File: config.mk
export PLATFORM = sky130hd
export DESIGN_NAME = amsco_transposition_decrypt_top
export DESIGN_NICKNAME = d
export VERILOG_FILES = /design/src/rtl/amsco_pkg.sv /design/src/rtl/amsco_transposition_decrypt_top.sv /design/src/rtl/amsco_front.sv /design/src/rtl/amsco_queue.sv /design/src/rtl/amsco_back.sv
export VERILOG_INCLUDE_DIRS = /design/src /design/src/rtl
export SDC_FILE = /design/constraint.sdc
export NUM_CORES = 2
export LEC_CHECK = 0
export BUFFER_PORTS_ARGS = -buffer_cell sky130_fd_sc_hd__buf_2
export CORE_MARGIN = 8
export CORE_UTILIZATION = 62
export DETAILED_ROUTE_END_ITERATION = 7
export GPL_ROUTABILITY_DRIVEN = 0
export GPL_TIMING_DRIVEN = 0
export PLACE_DENSITY_LB_ADDON = 0.25
export SKIP_CTS_REPAIR_TIMING = 1
export SYNTH_ARGS = -nofsm -noshare
export SYNTH_HDL_FRONTEND = slang
export SYNTH_HIERARCHICAL = 1
export SYNTH_SLANG_ARGS = --single-unit
export TNS_END_PERCENT = 1
File: constraint.sdc
create_clock -name clk -period 8.1 [get_ports clk]
set_input_delay 0.81 -clock clk [delete_from_list [all_inputs] [get_ports clk]]
set_output_delay 0.81 -clock clk [all_outputs]
set_load 0.1 [all_outputs]
File: src/rtl/assert_macros.svh
// Assertion macros shared by the RTL files of the block.
// All checks run on the rising edge of clk and are off while rst is high.
`ifndef ASSERT_MACROS_SVH
`define ASSERT_MACROS_SVH

`define ASSERT_ALWAYS(name, expr, msg) \
  name: assert property (@(posedge clk) disable iff (rst) (expr)) else $error(msg);

`define ASSERT_IMPLIES(name, ante, cons, msg) \
  name: assert property (@(posedge clk) disable iff (rst) (ante) |-> (cons)) else $error(msg);

`define ASSERT_NEXT(name, ante, cons, msg) \
  name: assert property (@(posedge clk) disable iff (rst) (ante) |=> (cons)) else $error(msg);

`endif

File: src/rtl/amsco_pkg.sv
// ----------------------------------------------------------------------------
// Amsco decrypt package
// Shared constants, types and the chunk dealing step.
// ----------------------------------------------------------------------------
package amsco_pkg;

  localparam int MAX_TEXT    = 64;
  localparam int MAX_COLUMNS = 16;
  localparam int QUEUE_DEPTH = 4;

  localparam int TEXT_AW  = $clog2(MAX_TEXT);
  localparam int COUNT_W  = $clog2(MAX_TEXT + 1);
  localparam int COL_W    = $clog2(MAX_COLUMNS);
  localparam int KEY_W    = 5;
  localparam int ORDER_W  = 64;
  localparam int ENTRY_W  = 4;
  localparam int BASE_W   = $clog2(MAX_COLUMNS * MAX_TEXT + MAX_TEXT + 1);
  localparam int QAW      = $clog2(QUEUE_DEPTH);
  localparam int QCOUNT_W = $clog2(QUEUE_DEPTH + 1);

  localparam logic [1:0] CHUNK_ONE = 2'd1;
  localparam logic [1:0] CHUNK_TWO = 2'd2;

  localparam logic [1:0] REG_KEY_LENGTH    = 2'd0;
  localparam logic [1:0] REG_COLUMN_ORDER  = 2'd1;
  localparam logic [1:0] REG_START_SIZE    = 2'd2;
  localparam logic [1:0] REG_SWAP_VERTICAL = 2'd3;

  typedef enum logic [2:0] {
    B_LOAD,
    B_SIZE,
    B_BASE,
    B_ADDR,
    B_DATA
  } back_state_t;

  typedef struct packed {
    logic [7:0]         data;
    logic [TEXT_AW-1:0] addr;
    logic               store;
    logic               last;
    logic [COUNT_W-1:0] count;
    logic               ovf;
  } queue_word_t;

  typedef struct packed {
    logic [KEY_W-1:0]   key_length;
    logic [ORDER_W-1:0] column_order;
    logic [1:0]         start_size;
    logic               swap_vertical;
  } cfg_t;

  typedef struct packed {
    logic [1:0]       chunk;
    logic [COL_W-1:0] col;
  } deal_t;

  function automatic logic [1:0] toggle_chunk(input logic [1:0] chunk);
    return (chunk == CHUNK_TWO) ? CHUNK_ONE : CHUNK_TWO;
  endfunction

  // One dealing step: flip the chunk size and move to the next column.
  function automatic deal_t deal_advance(input logic [1:0] chunk,
                                         input logic [COL_W-1:0] col,
                                         input logic [KEY_W-1:0] k,
                                         input logic swap);
    deal_t            r;
    logic [KEY_W-1:0] nxt;
    r.chunk = toggle_chunk(chunk);
    nxt = KEY_W'(col) + KEY_W'(1);
    if (nxt >= k) begin
      nxt = '0;
    end
    r.col = nxt[COL_W-1:0];
    if ((nxt == '0) && swap && !k[0]) begin
      r.chunk = toggle_chunk(r.chunk);
    end
    return r;
  endfunction

endpackage

File: src/rtl/amsco_transposition_decrypt_top.sv
// ----------------------------------------------------------------------------
// Amsco transposition decrypt top level
// Configuration registers, front end, word queue and decrypt engine.
// ----------------------------------------------------------------------------
// Words load as the queue drains; the engine pops them only while loading.
// After the last word it sizes the columns chunk by chunk, places them in key
// order, then reads each plaintext word through the buffer read port and
// output register. Reset clears all control state and the registers to their
// defaults; buffer contents are undefined until written.
module amsco_transposition_decrypt_top (
  input  logic        clk,
  input  logic        rst,
  input  logic        psel,
  input  logic        penable,
  input  logic        pwrite,
  input  logic [4:0]  paddr,
  input  logic [63:0] pwdata,
  output logic [63:0] prdata,
  output logic        pready,
  input  logic        s_tvalid,
  output logic        s_tready,
  input  logic [7:0]  s_tdata,   // [7:0] cipher_byte
  input  logic        s_tlast,
  output logic        m_tvalid,
  input  logic        m_tready,
  output logic [7:0]  m_tdata,   // [7:0] plain_byte
  output logic        m_tlast,
  output logic        m_tuser    // [0] overflow
);
  import amsco_pkg::*;

  cfg_t        cfg;
  logic        cfg_write;
  logic [1:0]  reg_sel;
  logic        q_full;
  logic        q_push;
  logic        q_pop;
  logic        q_valid;
  queue_word_t q_in;
  queue_word_t q_out;

  assign pready    = 1'b1;
  assign reg_sel   = paddr[4:3];
  assign cfg_write = psel && penable && pwrite && pready;

  always_ff @(posedge clk) begin
    if (rst) begin
      cfg.key_length    <= KEY_W'(2);
      cfg.column_order  <= '0;
      cfg.start_size    <= CHUNK_ONE;
      cfg.swap_vertical <= 1'b0;
    end else if (cfg_write) begin
      case (reg_sel)
        REG_KEY_LENGTH:    cfg.key_length    <= pwdata[KEY_W-1:0];
        REG_COLUMN_ORDER:  cfg.column_order  <= pwdata;
        REG_START_SIZE:    cfg.start_size    <= pwdata[1:0];
        REG_SWAP_VERTICAL: cfg.swap_vertical <= pwdata[0];
        default:           cfg.swap_vertical <= cfg.swap_vertical;
      endcase
    end
  end

  always_comb begin
    case (reg_sel)
      REG_KEY_LENGTH:    prdata = 64'(cfg.key_length);
      REG_COLUMN_ORDER:  prdata = cfg.column_order;
      REG_START_SIZE:    prdata = 64'(cfg.start_size);
      REG_SWAP_VERTICAL: prdata = 64'(cfg.swap_vertical);
      default:           prdata = '0;
    endcase
  end

  amsco_front u_front (
    .clk      (clk),
    .rst      (rst),
    .s_tvalid (s_tvalid),
    .s_tready (s_tready),
    .s_tdata  (s_tdata),
    .s_tlast  (s_tlast),
    .q_full   (q_full),
    .q_push   (q_push),
    .q_word   (q_in)
  );

  amsco_queue u_queue (
    .clk      (clk),
    .rst      (rst),
    .push     (q_push),
    .word_in  (q_in),
    .full     (q_full),
    .pop      (q_pop),
    .valid    (q_valid),
    .word_out (q_out)
  );

  amsco_back u_back (
    .clk      (clk),
    .rst      (rst),
    .cfg      (cfg),
    .q_valid  (q_valid),
    .q_word   (q_out),
    .q_pop    (q_pop),
    .m_tvalid (m_tvalid),
    .m_tready (m_tready),
    .m_tdata  (m_tdata),
    .m_tlast  (m_tlast),
    .m_tuser  (m_tuser)
  );

endmodule

File: src/rtl/amsco_front.sv
// ----------------------------------------------------------------------------
// Amsco front end
// Accepts ciphertext words, assigns buffer slots and flags dropped bytes.
// ----------------------------------------------------------------------------
module amsco_front (
  input  logic                  clk,
  input  logic                  rst,
  input  logic                  s_tvalid,
  output logic                  s_tready,
  input  logic [7:0]            s_tdata,   // [7:0] cipher_byte
  input  logic                  s_tlast,
  input  logic                  q_full,
  output logic                  q_push,
  output amsco_pkg::queue_word_t q_word
);
  import amsco_pkg::*;

  logic [COUNT_W-1:0] text_count;
  logic               overflow_seen;
  logic               fits;

  assign fits     = (text_count < COUNT_W'(MAX_TEXT));
  assign s_tready = !q_full;
  assign q_push   = s_tvalid && s_tready;

  always_comb begin
    q_word.data  = s_tdata;
    q_word.addr  = text_count[TEXT_AW-1:0];
    q_word.store = fits;
    q_word.last  = s_tlast;
    q_word.count = fits ? (text_count + COUNT_W'(1)) : text_count;
    q_word.ovf   = overflow_seen || !fits;
  end

  always_ff @(posedge clk) begin
    if (rst) begin
      text_count    <= '0;
      overflow_seen <= 1'b0;
    end else if (q_push) begin
      if (s_tlast) begin
        text_count    <= '0;
        overflow_seen <= 1'b0;
      end else begin
        text_count    <= q_word.count;
        overflow_seen <= q_word.ovf;
      end
    end
  end

endmodule

File: src/rtl/amsco_queue.sv
// ----------------------------------------------------------------------------
// Amsco word queue
// Short FIFO that decouples the front end from the decrypt engine.
// ----------------------------------------------------------------------------
`include "assert_macros.svh"

module amsco_queue (
  input  logic                   clk,
  input  logic                   rst,
  input  logic                   push,
  input  amsco_pkg::queue_word_t word_in,
  output logic                   full,
  input  logic                   pop,
  output logic                   valid,
  output amsco_pkg::queue_word_t word_out
);
  import amsco_pkg::*;

  queue_word_t         slots [QUEUE_DEPTH];
  logic [QAW-1:0]      wr_ptr;
  logic [QAW-1:0]      rd_ptr;
  logic [QCOUNT_W-1:0] fill;

  assign full     = (fill == QCOUNT_W'(QUEUE_DEPTH));
  assign valid    = (fill != '0);
  assign word_out = slots[rd_ptr];

  always_ff @(posedge clk) begin
    if (push) begin
      slots[wr_ptr] <= word_in;
    end
  end

  always_ff @(posedge clk) begin
    if (rst) begin
      wr_ptr <= '0;
      rd_ptr <= '0;
      fill   <= '0;
    end else begin
      if (push) begin
        wr_ptr <= wr_ptr + QAW'(1);
      end
      if (pop) begin
        rd_ptr <= rd_ptr + QAW'(1);
      end
      case ({push, pop})
        2'b10:   fill <= fill + QCOUNT_W'(1);
        2'b01:   fill <= fill - QCOUNT_W'(1);
        default: fill <= fill;
      endcase
    end
  end

  `ASSERT_ALWAYS(a_fill_bound, fill <= QCOUNT_W'(QUEUE_DEPTH), "queue fill beyond depth")
  `ASSERT_IMPLIES(a_pop_nonempty, pop, fill != '0, "pop from an empty queue")

endmodule

File: src/rtl/amsco_back.sv
// ----------------------------------------------------------------------------
// Amsco decrypt engine
// Buffers ciphertext, sizes and places the columns, and reads out plaintext.
// ----------------------------------------------------------------------------
`include "assert_macros.svh"

module amsco_back (
  input  logic                   clk,
  input  logic                   rst,
  input  amsco_pkg::cfg_t        cfg,
  input  logic                   q_valid,
  input  amsco_pkg::queue_word_t q_word,
  output logic                   q_pop,
  output logic                   m_tvalid,
  input  logic                   m_tready,
  output logic [7:0]             m_tdata,   // [7:0] plain_byte
  output logic                   m_tlast,
  output logic                   m_tuser    // [0] overflow
);
  import amsco_pkg::*;

  back_state_t state;
  back_state_t state_next;

  logic [7:0]         text_store [MAX_TEXT];
  logic [COUNT_W-1:0] column_length [MAX_COLUMNS];
  logic [BASE_W-1:0]  column_base [MAX_COLUMNS];
  logic [COUNT_W-1:0] column_taken [MAX_COLUMNS];

  logic [COUNT_W-1:0] run_count;
  logic               run_ovf;
  logic [COUNT_W-1:0] idx;
  logic [1:0]         chunk;
  logic [COL_W-1:0]   col;
  logic [KEY_W-1:0]   bi;
  logic [BASE_W-1:0]  total;
  logic [COUNT_W-1:0] n;
  logic               half;
  logic [7:0]         mem_q;
  logic               addr_ok;

  logic               out_valid;
  logic [7:0]         out_data;
  logic               out_last;
  logic               out_ovf;

  logic [KEY_W-1:0]   key_k;
  logic [1:0]         start_chunk;
  deal_t              adv;
  logic [COUNT_W-1:0] left;
  logic [1:0]         take;
  logic [ENTRY_W-1:0] order_col;
  logic               order_ok;
  logic [BASE_W-1:0]  rd_addr;
  logic               chunk_end;
  logic               out_free;

  logic start_run, size_step, size_done, base_step, base_done, rd_issue, out_load;

  always_comb begin
    if (cfg.key_length < KEY_W'(2)) begin
      key_k = KEY_W'(2);
    end else if (cfg.key_length > KEY_W'(MAX_COLUMNS)) begin
      key_k = KEY_W'(MAX_COLUMNS);
    end else begin
      key_k = cfg.key_length;
    end
  end

  assign start_chunk = (cfg.start_size == CHUNK_TWO) ? CHUNK_TWO : CHUNK_ONE;
  assign adv         = deal_advance(chunk, col, key_k, cfg.swap_vertical);
  assign left        = run_count - idx;
  assign take        = (COUNT_W'(chunk) < left) ? chunk : left[1:0];
  assign order_col   = cfg.column_order[ENTRY_W*bi[COL_W-1:0] +: ENTRY_W];
  assign order_ok    = (KEY_W'(order_col) < key_k);
  assign rd_addr     = column_base[col] + BASE_W'(column_taken[col]);
  assign chunk_end   = (chunk == CHUNK_ONE) || half || (n + COUNT_W'(1) == run_count);
  assign out_free    = !out_valid || m_tready;

  always_ff @(posedge clk) begin
    if (rst) begin
      state <= B_LOAD;
    end else begin
      state <= state_next;
    end
  end

  always_comb begin
    state_next = state;
    q_pop      = 1'b0;
    start_run  = 1'b0;
    size_step  = 1'b0;
    size_done  = 1'b0;
    base_step  = 1'b0;
    base_done  = 1'b0;
    rd_issue   = 1'b0;
    out_load   = 1'b0;
    case (state)
      B_LOAD: begin
        q_pop = q_valid;
        if (q_valid && q_word.last) begin
          start_run  = 1'b1;
          state_next = B_SIZE;
        end
      end
      B_SIZE: begin
        if (idx < run_count) begin
          size_step = 1'b1;
        end else begin
          size_done  = 1'b1;
          state_next = B_BASE;
        end
      end
      B_BASE: begin
        if (bi < key_k) begin
          base_step = 1'b1;
        end else begin
          base_done  = 1'b1;
          state_next = B_ADDR;
        end
      end
      B_ADDR: begin
        rd_issue   = 1'b1;
        state_next = B_DATA;
      end
      B_DATA: begin
        if (out_free) begin
          out_load   = 1'b1;
          state_next = (n == run_count) ? B_LOAD : B_ADDR;
        end
      end
      default: begin
        state_next = B_LOAD;
      end
    endcase
  end

  always_ff @(posedge clk) begin
    if (q_pop && q_word.store) begin
      text_store[q_word.addr] <= q_word.data;
    end
    if (rd_issue) begin
      mem_q   <= text_store[rd_addr[TEXT_AW-1:0]];
      addr_ok <= (rd_addr < BASE_W'(run_count));
    end
  end

  always_ff @(posedge clk) begin
    if (start_run) begin
      run_count <= q_word.count;
      run_ovf   <= q_word.ovf;
      idx       <= '0;
      chunk     <= start_chunk;
      col       <= '0;
      for (int c = 0; c < MAX_COLUMNS; c++) begin
        column_length[c] <= '0;
        column_base[c]   <= '0;
        column_taken[c]  <= '0;
      end
    end
    if (size_step) begin
      column_length[col] <= column_length[col] + COUNT_W'(take);
      idx                <= idx + COUNT_W'(chunk);
      chunk              <= adv.chunk;
      col                <= adv.col;
    end
    if (size_done) begin
      bi    <= '0;
      total <= '0;
    end
    if (base_step) begin
      if (order_ok) begin
        column_base[order_col[COL_W-1:0]] <= total;
        total <= total + BASE_W'(column_length[order_col[COL_W-1:0]]);
      end
      bi <= bi + KEY_W'(1);
    end
    if (base_done) begin
      chunk <= start_chunk;
      col   <= '0;
      n     <= '0;
      half  <= 1'b0;
    end
    if (rd_issue) begin
      column_taken[col] <= column_taken[col] + COUNT_W'(1);
      n                 <= n + COUNT_W'(1);
      if (chunk_end) begin
        half  <= 1'b0;
        chunk <= adv.chunk;
        col   <= adv.col;
      end else begin
        half <= 1'b1;
      end
    end
  end

  always_ff @(posedge clk) begin
    if (rst) begin
      out_valid <= 1'b0;
    end else if (out_load) begin
      out_valid <= 1'b1;
    end else if (m_tready) begin
      out_valid <= 1'b0;
    end
  end

  always_ff @(posedge clk) begin
    if (out_load) begin
      out_data <= addr_ok ? mem_q : 8'd0;
      out_last <= (n == run_count);
      out_ovf  <= run_ovf;
    end
  end

  assign m_tvalid = out_valid;
  assign m_tdata  = out_data;
  assign m_tlast  = out_last;
  assign m_tuser  = out_ovf;

  `ASSERT_IMPLIES(a_n_bound, state == B_ADDR || state == B_DATA, n <= run_count,
                  "readout ran past the buffered count")
  `ASSERT_NEXT(a_run_start, start_run, state == B_SIZE && idx == '0,
               "run did not start with column sizing")

endmodule

==> results.cfg <==
[run_status]
status = finished, final reports clean

[synthesis]
async_flop_share_pct = 0
synth_area_um2 = 51480
synth-seq-cells = 1165
ys_seq_area_share_pct = 65.81
synth_ff_type = edfxtp_1
synth-edff-count = 1055
synth_most_common_cell = edfxtp_1
ys_types = 76
synth_area_leaders = edfxtp_1, mux4_2, dfxtp_1, nor2_1, mux2i_1
synthCells = 3250
syn_avg_cell_area_um2 = 15.84
synth_area_leader_cell = edfxtp_1
ys_top_cells_by_count = edfxtp_1, nor2_1, mux4_2, nand2_1, nand3_1
synth_warnings = 6
synth_nets = 3396
synthDominantCellAreaShare_pct = 61.54

[die]
fp.dieArea_um2 = 92510
rows = 105
start_util_pct = 62.70
coreArea_um2 = 82110
die_h_um = 304.2
die_x_um = 304.2
pin_count = 162

[clock_tree]
clk_latency_ns = 0.71
cts_tree = built
clock-sinks = 1165
cts_htree_levels = 3
max-clock-path-buffers = 3
cts-root-buf = clkbuf_16
cts_made_buffers = 114
clkTransAtPathRegs_ns = 0.06

[setup_path]
r2r_setup_slack_ns = 0.34
cp_max_fo = 19
cp-startpoint = u_back/col[0]$_DFF_P_
end_kind = flop
reg2reg_to = u_back/addr_ok$_DFFE_PP_
startpoint_type = flop
crit_end = u_back/addr_ok$_DFFE_PP_
r2r_start = u_back/col[0]$_DFF_P_
crit_type = flop to flop
arrival_ns = 8.18
critPathMostFrequentCell = buf_2
slowest_stage = mux4_2
critical_path.cell_chain = buf_2, buf_4, buf_6, buf_4, buf_2, clkbuf_4, mux4_2, mux4_2, ha_1, fa_1, xnor2_4, clkbuf_2, buf_2, inv_1, ha_1, a21o_1, a21o_1, a21oi_1, o21ai_0, nor3_2
slowest_delay_ns = 0.60
rr_worst_depth = 20
critPathRequiredTime_ns = 8.52

[sta]
timing.final.crit_share_pct = 95.80
tightest_slew_ns = 1.383
fmax_mhz = 128.9
skew_ns = 0.06187
setup_viol = 0
fin_hold_ws_ns = 0.3017
min_period_ns = 7.760
drv_slew = 0
hold_viol = 0
maxSlewHeadroom_pct = 7.431

[routing]
routed_wl_um = 128600
ant_nets = 0
drt_iter0_markers = 3483
num_vias = 30865
drcViolationCount = 0
wl_per_cell_um = 27.50
dr.pass1.iters = 6
viasPerCell = 6.598

[grt]
grt_pass1_wl_um = 193300
grt-ovfl-total = 0
grt_max_degree = 65
grt.total_usage_pct = 27.46
antenna_found_initial = 1
grt_pass1_vias = 31248

[final_layout]
layout.cells.non_filler = 4678
area_growth_pct = 11.79
fin_area_um2 = 57560
fillers = 5088
multiInputGateArea_um2 = 16220
final_nets = 3659
register_area_um2 = 33880
drive_gt1_share_pct = 23.34

[hold_path]
hold_class = input pin to flop

[power]
power.leakage_nw = 19.20
p_per_area_nw_per_um2 = 460.3
power_mw = 26.49
worst_ir_drop_vdd_v = 0.0007529

[placed_design]
post-dp-hpwl_um = 87630
portBuffers = 147
postPlaceCellArea_um2 = 53590
dp_cells = 4469

[run]
maxCapViolCount = 0
[area by class of cell]
class,count,share of cell area (%)
sequential,1165,58.87
antenna,1,0.004348
clock buffer,145,5.315
buffer,227,2.148
clock inverter,65,1.489
timing repair buffer,149,1.326
inverter,51,0.3326
tap,1070,2.326
multi-input combinational,1805,28.19
[logic make-up after synthesis]
kind of cell / count (synthesis) / share of synthesized area (%)
muxes: 441 / 16.60
and+or+nand+nor: 970 / 8.343
adders and majority gates: 61 / 1.570
AOI/OAI and AO/OA: 275 / 3.971
buffers and inverters: 280 / 2.724
xor gates and xnor gates: 57 / 0.9697
other: 1 / 0.007284
DFF: 1165 / 65.81
[layout by cell type, fill, tap and decap left out, types with 25 or more instances in the layout]
master,netlist,routed
edfxtp_1,1055,1055
nor2_1,535,535
mux4_2,325,326
buf_2,48,193
nand2_1,135,135
clkbuf_16,0,114
nand3_1,113,113
mux2i_1,111,111
dfxtp_1,110,110
clkbuf_1,101,109
and2_1,82,82
a21oi_1,66,66
ha_1,55,55
inv_1,50,50
a21bo_2,39,39
xnor2_1,39,38
buf_4,25,25
[worst min path at each step]
stage                              from                             end  slack [ns]  cells past startpoint
4_1_cts                      s_tdata[0]  u_queue/slots[2][16]$_DFFE_PP_        0.26                      1
3_3_place_gp   u_back/run_ovf$_DFFE_PP_        u_back/m_tuser$_DFFE_PP_        0.45                      0
6_report                     s_tdata[2]  u_queue/slots[1][18]$_DFFE_PP_        0.30                      1
3_5_place_dp   u_back/run_ovf$_DFFE_PP_        u_back/m_tuser$_DFFE_PP_        0.46                      0
5_1_grt                      s_tdata[1]  u_queue/slots[3][17]$_DFFE_PP_        0.27                      1
2_1_floorplan  u_back/run_ovf$_DFFE_PP_        u_back/m_tuser$_DFFE_PP_        0.40                      0
[sequential cells by signal, summed over array words and instances (netlist names), 2 cells and up, named ones only]
name                  cells
cfg                      72
u_back/bi                 5
u_back/chunk              2
u_back/col                4
u_back/column_base      176
u_back/column_length    112
u_back/column_taken     112
u_back/idx                7
u_back/m_tdata            8
u_back/mem_q              8
u_back/n                  7
u_back/run_count          7
u_back/state              3
u_back/text_store       512
u_back/total             11
u_front/text_count        7
u_queue/fill              3
u_queue/rd_ptr            2
u_queue/slots            96
u_queue/wr_ptr            2
[through the flow]
stage                     setup TNS, ns  utilization [%]  setup slack (ns)
final                                 0            70.10            0.3401
after global routing          -0.004987            70.10         -0.004987
after CTS                        -10.78            70.03            -1.923
after detailed placement         -9.881            65.26            -1.817
after global placement           -8.033            65.23            -1.608
after floorplan                       0                -             1.545
[worst max-delay path: cells and delay by family, from the launching register on]
kind            cells  cell delay (ns)
flops               1             0.49
xor+xnor            1             0.35
fa+ha+maj           3             1.11
buf+inv             9             3.05
simple gates        1             0.45
mux                 2             1.20
compound gates      4             0.74
[metal layers]
layer  up-vias  global-route usage (%)  wire [um]
met1     15678                   36.70      48110
met4         0                   10.67       5451
li1      12964                       -          -
met2      1891                   45.34      62720
met3       332                   4.750      12350
met5         -                       0          0
[power by group]
part,internal (mW),switching [mW]
combinational,5.10,7.40
sequential,8.16,0.387
clock,3.17,2.28
Power figures use the tool's default switching activity.
